### src/rtl/msh_pkg.sv
// ----------------------------------------------------------------------------
// msh_pkg: shared types and constants for the string hash block
// MurmurHash2 mixing constants, the queue entry and the back end states.
// ----------------------------------------------------------------------------
package msh_pkg;

	localparam logic [31:0] MIX_MUL      = 32'h5bd1e995;
	localparam int          MIX_SHIFT    = 24;
	localparam int          AVAL_SHIFT_A = 13;
	localparam int          AVAL_SHIFT_B = 15;
	localparam logic [31:0] SEED_RESET   = 32'd32;

	// word of four bytes in byte count terms
	localparam logic [2:0]  FULL_COUNT   = 3'd4;

	// depth of the queue between front and back
	localparam int          QUEUE_DEPTH  = 2;

	// one classified request, handed from front to back
	typedef struct packed {
		logic [31:0] k;       // premixed word
		logic [23:0] tail;    // low three bytes for the tail step
		logic [2:0]  cnt;     // byte count, saturated to 0..4
		logic        start;   // begin a new hash from seed ^ len
		logic        last;    // finish and emit the hash
		logic [30:0] len;     // total length, used on start
	} msh_item_t;

	typedef enum logic [1:0] {
		ST_MIX,
		ST_AVAL,
		ST_FIN
	} msh_state_t;

endpackage

### src/rtl/murmur_string_hash.sv
// ----------------------------------------------------------------------------
// murmur_string_hash: 32-bit MurmurHash2 over a byte string
// Words arrive little-endian, one per request; the hash is returned once
// per string, after the last word and its tail bytes.
// ----------------------------------------------------------------------------
//   channel | signals                                              | dir
//   --------+------------------------------------------------------+-----
//   in      | in_valid, in_ready, data_word, byte_count, first,    | in
//           | last, total_length                                   |
//   out     | out_valid, out_ready, hash_value                     | out
//   cfg     | cfg_we, cfg_wdata (seed, reset value 32)             | in
//
// A full word that does not finish a string passes the back end without a hold; the front
// accepts one request per cycle while the queue has room.
// A finishing request holds the back end through its mix, avalanche and final states, set by
// the one shared multiplier that does the mix, the tail and the avalanche.
// A result passes the two front stages, the queue and those back end states before it appears.
// Reset is asynchronous and needs no clearing pass; either side may stall.
// ----------------------------------------------------------------------------
module murmur_string_hash import msh_pkg::*; (
	input  logic        clk,
	input  logic        arst_n,
	input  logic        cfg_we,
	input  logic [31:0] cfg_wdata,
	input  logic        in_valid,
	output logic        in_ready,
	input  logic [31:0] data_word,
	input  logic [2:0]  byte_count,
	input  logic        first,
	input  logic        last,
	input  logic [30:0] total_length,
	output logic        out_valid,
	input  logic        out_ready,
	output logic [31:0] hash_value
);

	logic      push_valid, push_ready, pop_valid, pop_ready;
	msh_item_t push_item, pop_item;

	msh_front u_front (
		.clk         (clk),
		.arst_n      (arst_n),
		.in_valid    (in_valid),
		.in_ready    (in_ready),
		.data_word   (data_word),
		.byte_count  (byte_count),
		.first       (first),
		.last        (last),
		.total_length(total_length),
		.push_valid  (push_valid),
		.push_ready  (push_ready),
		.push_item   (push_item)
	);

	msh_queue u_queue (
		.clk       (clk),
		.arst_n    (arst_n),
		.push_valid(push_valid),
		.push_ready(push_ready),
		.push_item (push_item),
		.pop_valid (pop_valid),
		.pop_ready (pop_ready),
		.pop_item  (pop_item)
	);

	msh_back u_back (
		.clk       (clk),
		.arst_n    (arst_n),
		.cfg_we    (cfg_we),
		.cfg_wdata (cfg_wdata),
		.pop_valid (pop_valid),
		.pop_ready (pop_ready),
		.pop_item  (pop_item),
		.out_valid (out_valid),
		.out_ready (out_ready),
		.hash_value(hash_value)
	);

endmodule

### src/rtl/msh_front.sv
// ----------------------------------------------------------------------------
// msh_front: request intake and word premix
// Classifies each request and runs the input-only part of the word mix in
// two registered multiply stages before handing it to the queue.
// ----------------------------------------------------------------------------
module msh_front import msh_pkg::*; (
	input  logic        clk,
	input  logic        arst_n,
	input  logic        in_valid,
	output logic        in_ready,
	input  logic [31:0] data_word,
	input  logic [2:0]  byte_count,
	input  logic        first,
	input  logic        last,
	input  logic [30:0] total_length,
	output logic        push_valid,
	input  logic        push_ready,
	output msh_item_t   push_item
);

	logic        v_s1, v_s2;
	logic        open_q;
	logic        adv_s1, adv_s2, take;
	logic [2:0]  cnt_sat;
	logic        last_eff;
	logic [31:0] prod_s1;
	logic [31:0] kmix;
	msh_item_t   item_s1, item_s2;
	msh_item_t   item_nx;

	// clamp count and force a short word to finish the string
	always_comb begin
		cnt_sat  = (byte_count inside {3'd5, 3'd6, 3'd7}) ? FULL_COUNT : byte_count;
		last_eff = last || (cnt_sat != FULL_COUNT);
		kmix     = prod_s1 ^ (prod_s1 >> MIX_SHIFT);
	end

	// merge the premixed word into the stage 1 request
	always_comb begin
		item_nx   = item_s1;
		item_nx.k = kmix * MIX_MUL;
	end

	// advance when the next stage frees up
	assign adv_s2   = !v_s2 || push_ready;
	assign adv_s1   = !v_s1 || adv_s2;
	assign in_ready = adv_s1;
	assign take     = in_valid && in_ready;

	always_ff @(posedge clk or negedge arst_n) begin
		if (!arst_n) begin
			v_s1   <= 1'b0;
			v_s2   <= 1'b0;
			open_q <= 1'b0;
		end else begin
			if (adv_s1) v_s1 <= in_valid;
			if (adv_s2) v_s2 <= v_s1;
			if (take)   open_q <= !last_eff;
		end
	end

	// stage 1: capture request, first multiply
	always_ff @(posedge clk) begin
		if (take) begin
			prod_s1       <= data_word * MIX_MUL;
			item_s1.k     <= '0;
			item_s1.tail  <= data_word[23:0];
			item_s1.cnt   <= cnt_sat;
			item_s1.start <= first || !open_q;
			item_s1.last  <= last_eff;
			item_s1.len   <= total_length;
		end
	end

	// stage 2: xor-shift and second multiply
	always_ff @(posedge clk) begin
		if (adv_s2 && v_s1) begin
			item_s2 <= item_nx;
		end
	end

	assign push_valid = v_s2;
	assign push_item  = item_s2;

endmodule

### src/rtl/msh_queue.sv
// ----------------------------------------------------------------------------
// msh_queue: small request queue
// Register FIFO that decouples the front stages from the back end.
// ----------------------------------------------------------------------------
module msh_queue import msh_pkg::*; (
	input  logic      clk,
	input  logic      arst_n,
	input  logic      push_valid,
	output logic      push_ready,
	input  msh_item_t push_item,
	output logic      pop_valid,
	input  logic      pop_ready,
	output msh_item_t pop_item
);

	localparam int QAW = (QUEUE_DEPTH > 1) ? $clog2(QUEUE_DEPTH) : 1;
	localparam int QCW = $clog2(QUEUE_DEPTH + 1);

	msh_item_t      mem_q [QUEUE_DEPTH];
	logic [QAW-1:0] wr_ptr_q, rd_ptr_q;
	logic [QCW-1:0] count_q;
	logic           push, pop;

	assign push_ready = (count_q != QCW'(QUEUE_DEPTH));
	assign pop_valid  = (count_q != '0);
	assign push       = push_valid && push_ready;
	assign pop        = pop_valid && pop_ready;
	assign pop_item   = mem_q[rd_ptr_q];

	// store entry
	always_ff @(posedge clk) begin
		if (push) mem_q[wr_ptr_q] <= push_item;
	end

	// advance pointers and occupancy
	always_ff @(posedge clk or negedge arst_n) begin
		if (!arst_n) begin
			wr_ptr_q <= '0;
			rd_ptr_q <= '0;
			count_q  <= '0;
		end else begin
			if (push)
				wr_ptr_q <= (wr_ptr_q == QAW'(QUEUE_DEPTH - 1)) ? '0 : wr_ptr_q + 1'b1;
			if (pop)
				rd_ptr_q <= (rd_ptr_q == QAW'(QUEUE_DEPTH - 1)) ? '0 : rd_ptr_q + 1'b1;
			if (push && !pop)
				count_q <= count_q + 1'b1;
			else if (pop && !push)
				count_q <= count_q - 1'b1;
		end
	end

endmodule

### src/rtl/msh_back.sv
// ----------------------------------------------------------------------------
// msh_back: hash recurrence, tail step and avalanche
// One shared multiplier serves the word mix, the tail and the avalanche;
// the finished hash waits in an output register.
// ----------------------------------------------------------------------------
module msh_back import msh_pkg::*; (
	input  logic        clk,
	input  logic        arst_n,
	input  logic        cfg_we,
	input  logic [31:0] cfg_wdata,
	input  logic        pop_valid,
	output logic        pop_ready,
	input  msh_item_t   pop_item,
	output logic        out_valid,
	input  logic        out_ready,
	output logic [31:0] hash_value
);

	msh_state_t  state_q, state_d;
	logic [31:0] seed_q;
	logic [31:0] hash_q;
	logic [31:0] out_q;
	logic        out_valid_q;
	logic        load_hash, sel_aval, load_out;
	logic [31:0] base, tail_bits, operand, mul_a, prod, mixed;

	// next state
	always_comb begin
		state_d = state_q;
		case (state_q)
			ST_MIX:  if (pop_valid && pop_item.last) state_d = ST_AVAL;
			ST_AVAL: state_d = ST_FIN;
			ST_FIN:  if (!out_valid_q || out_ready) state_d = ST_MIX;
			default: state_d = ST_MIX;
		endcase
	end

	// state outputs
	always_comb begin
		pop_ready = 1'b0;
		load_hash = 1'b0;
		sel_aval  = 1'b0;
		load_out  = 1'b0;
		case (state_q)
			ST_MIX: begin
				pop_ready = 1'b1;
				load_hash = pop_valid;
			end
			ST_AVAL: begin
				load_hash = 1'b1;
				sel_aval  = 1'b1;
			end
			ST_FIN: load_out = !out_valid_q || out_ready;
			default: ;
		endcase
	end

	// word or tail step, avalanche multiply shares the unit
	always_comb begin
		base      = pop_item.start ? (seed_q ^ {1'b0, pop_item.len}) : hash_q;
		tail_bits = '0;
		if (pop_item.cnt >= 3'd3) tail_bits[23:16] = pop_item.tail[23:16];
		if (pop_item.cnt >= 3'd2) tail_bits[15:8]  = pop_item.tail[15:8];
		if (pop_item.cnt >= 3'd1) tail_bits[7:0]   = pop_item.tail[7:0];
		operand = (pop_item.cnt == FULL_COUNT) ? base : (base ^ tail_bits);
		mul_a   = sel_aval ? (hash_q ^ (hash_q >> AVAL_SHIFT_A)) : operand;
		prod    = mul_a * MIX_MUL;
		if (pop_item.cnt == FULL_COUNT)
			mixed = prod ^ pop_item.k;
		else if (pop_item.cnt == 3'd0)
			mixed = operand;
		else
			mixed = prod;
	end

	always_ff @(posedge clk or negedge arst_n) begin
		if (!arst_n) begin
			state_q     <= ST_MIX;
			seed_q      <= SEED_RESET;
			hash_q      <= '0;
			out_valid_q <= 1'b0;
		end else begin
			state_q <= state_d;
			if (cfg_we) seed_q <= cfg_wdata;
			if (load_hash) hash_q <= sel_aval ? prod : mixed;
			if (load_out)
				out_valid_q <= 1'b1;
			else if (out_ready)
				out_valid_q <= 1'b0;
		end
	end

	// final xor-shift into the output register
	always_ff @(posedge clk) begin
		if (load_out) out_q <= hash_q ^ (hash_q >> AVAL_SHIFT_B);
	end

	assign out_valid  = out_valid_q;
	assign hash_value = out_q;

endmodule

### config.mk
export PLATFORM = sky130hd
export DESIGN_NAME = murmur_string_hash
export DESIGN_NICKNAME = d
export VERILOG_FILES = /design/src/rtl/msh_pkg.sv /design/src/rtl/murmur_string_hash.sv /design/src/rtl/msh_front.sv /design/src/rtl/msh_queue.sv /design/src/rtl/msh_back.sv
export SDC_FILE = /design/constraint.sdc
export NUM_CORES = 2
export LEC_CHECK = 0
export ABC_AREA = 1
export BUFFER_PORTS_ARGS = -buffer_cell sky130_fd_sc_hd__buf_2
export CORE_UTILIZATION = 50
export DETAILED_ROUTE_END_ITERATION = 10
export PLACE_DENSITY = 0.66
export SYNTH_ARGS = -nofsm -noshare
export SYNTH_HDL_FRONTEND = slang
export SYNTH_SLANG_ARGS = --single-unit
### constraint.sdc
create_clock -name clk -period 15.7 [get_ports clk]
set_input_delay 1.57 -clock clk [delete_from_list [all_inputs] [get_ports clk]]
set_output_delay 1.57 -clock clk [all_outputs]
set_load 0.05 [all_outputs]
==> reports/qor.yml <==
status: "finished, final reports clean"
ys_seq_area_share_pct: 30.6
htree_num_levels: 2
min_from: "u_front.item_nx[47]"
finalCritPeriodShare_pct: 62.5
async_reset_ff_share_pct: 15.7
grtUsageMet3_pct: 2.53
relSlewSlack_pct: 25.5
crit_start: "u_queue.rd_ptr_q"
ctsResizeCount: 0
ff2ff_setup_slack_ns: 5.89
slowest_stage: "dfrtp_4"
design_area_um2: 48800
worstPathArrival_ns: 10.31
layout_commonest_cell: "inv_1"
dieArea_um2: 91500
first_pass_iters: 5
synthFlopType: "edfxtp_1"
drtIter0Drc: 1956
critPathCaptureType: "flip-flop"
num_rows: 109
cts_buffers: 47
yosys_warnings: 0
clk_pin_slew_ns: 0.07
fillCellCount: 7775
routed_via_density: 5.16
grt_use_met2_pct: 44.3
synth_edf_count: 398
slowest_delay_ns: 0.81
core_um2: 88900
hold_class: "reg2reg"
worstReg2RegStart: "u_queue.rd_ptr_q"
antenna_cells: 0
rsz0062_at_grt: "no"
top_usage_layer: "met2"
ctsHoldBuffers: 0
path_common_cell: "inv_1"
cts.path.max_buffers: 3
die_w_um: 302
routedWlPerCell_um: 19.9
ys_seq_elements: 472
ioPinCount: 139
hold_end: "u_front.push_item[47]"
fmax_ghz: 0.102
place_congestion: 0.974
yosysUniqueCellTypes: 57
start_util_pct: 50.8
antenna_found_initial: 2
critPathKind: "reg2reg"
grt_pass1_vias: 30600
path_buf_inv: 11
placed_cell_area_um2: 47200
cts_root_buffer: "clkbuf_16"
drv_cap: 0
hold_viol_final: 0
critical_path.max_fanout: 49
drive_gt1_share_pct: 6.94
synthCells: 4294
io_buffer_count: 138
required_ns: 16.20
crit_family: "adder cells"
drt-total-wl_mm: 113
slew_violations: 0
via_count: 29100
hold_depth: 0
final_net_count: 5729
worst_pin_slew_ns: 1.11
setup_viol: 0
grt_pass1_wl_mm: 175
rr_endpoint: "u_back.hash_q[20]"
cts_tree: "done"
cts.sinks: 472
grt_overflow_total: 0
grt_max_degree: 76
use_met1_pct: 33.9
fin_crit_ns: 9.81
syn2layout_area_growth_pct: 8.07
drc: 0
dpl.hpwl_mm: 89.9
start_kind: "flip-flop"
fin_skew_ns: 0.0823
grt.total_usage_pct: 25.5
worstSkewPairLatency_ns: 0.64
netlist_area_um2: 45100
postCtsSetupRepairBufs: 0
dieHeight_um: 302
synth_fp_nets: 5578
final_cell_mix: "1,114 x inv_1, 644 x ha_1, 563 x nand2_1"
reg2reg_depth: 38
fin_setup_tns_ns: 0
postSynthAreaPerCell_um2: 10.5
antenna_left: 0
[flip-flops by register name, summed over array words and instances, names as in the netlist, 2 cells and up]
register and cells:
u_front.push_item 92, u_queue.count_q 2, u_back.hash_q 32, u_front.item_nx 60, u_back.seed_q 32, u_front.prod_s1 30
u_back.state_q 2, u_queue.mem_q 184, u_back.hash_value 32
[worst register-to-register path: cells and delay by family, from the launching register on]
family          cells  cell delay (ns)
fa+ha+maj           9             3.66
simple gates       11             1.72
buf+inv            11             1.62
compound gates      4             0.90
flops               1             0.81
xor+xnor            2             0.65
mux                 1             0.36
[cell usage after synthesis (11+ instances only)]
cell      count  area share (%)
edfxtp_1    398              26
o21ai_0     118             1.3
nand3_1     110             1.2
nand2_1     563             4.7
fa_1        535              24
buf_2        17            0.19
ha_1        644              18
dfrtp_1      73             4.0
clkbuf_1     32            0.27
nand2_2      13            0.18
o211ai_1     12            0.20
nor2_1       79            0.66
inv_1      1117             9.3
xor2_1      149             2.9
mux2i_1      31            0.69
or2_2        19            0.26
a21oi_1     125             1.4
xnor2_1     111             2.2
o21bai_1     11            0.18
[final cells by class]
cell class              instances  area, um^2  area share (%)
clock inverters                33         362           0.741
inverters                    1125        4230            8.67
multi-input cells            2636       26800            55.0
repair buffers                163         881            1.81
clock buffers                  52        1200            2.47
flip-flops and latches        472       13800            28.3
well taps                    1165        1460            2.99
[per-stage QoR]
stage | util, % | hold WS (ns) | setup slack, ns | cells
after floorplan | - | 0.400 | 7.41 | 4294
after global placement | 53.1 | 0.401 | 6.20 | 5561
after detailed placement | 53.1 | 0.405 | 6.08 | 5561
after CTS | 54.9 | 0.373 | 6.03 | 5646
after global routing | 54.9 | 0.380 | 5.38 | 5646
final | 54.9 | 0.376 | 5.89 | 5646
[how the worst max path moves through the flow]
stage | slack, ns | endpoint | cells after the start
5_1_grt | 5.38 | u_back.hash_q[29] | 34
2_1_floorplan | 7.41 | u_back.hash_q[30] | 33
3_5_place_dp | 6.08 | u_back.hash_q[30] | 38
4_1_cts | 6.03 | u_back.hash_q[30] | 38
6_report | 5.89 | u_back.hash_q[20] | 38
3_3_place_gp | 6.20 | u_back.hash_q[20] | 38
[routing by layer]
metal	wire length, um	up-vias
met5	0	-
met4	3360	0
met3	5150	171
met2	55900	740
met1	48100	14500
li1	-	13800
[cells by family (layout without fill, tap and decap cells)]
logic type | count (synthesis) | after routing | share of synthesized area (%)
fa+ha+maj | 1179 | 1179 | 41.6
simple gates | 819 | 819 | 7.58
buf+inv | 1186 | 1373 | 10.0
flops | 472 | 472 | 30.6
mux | 36 | 36 | 0.812
xor+xnor | 260 | 260 | 5.05
compound gates | 342 | 342 | 4.35
Power is left out: the tool's default activity adds up to more than one toggle a clock period on the data nets, which glitch-free logic cannot reach.
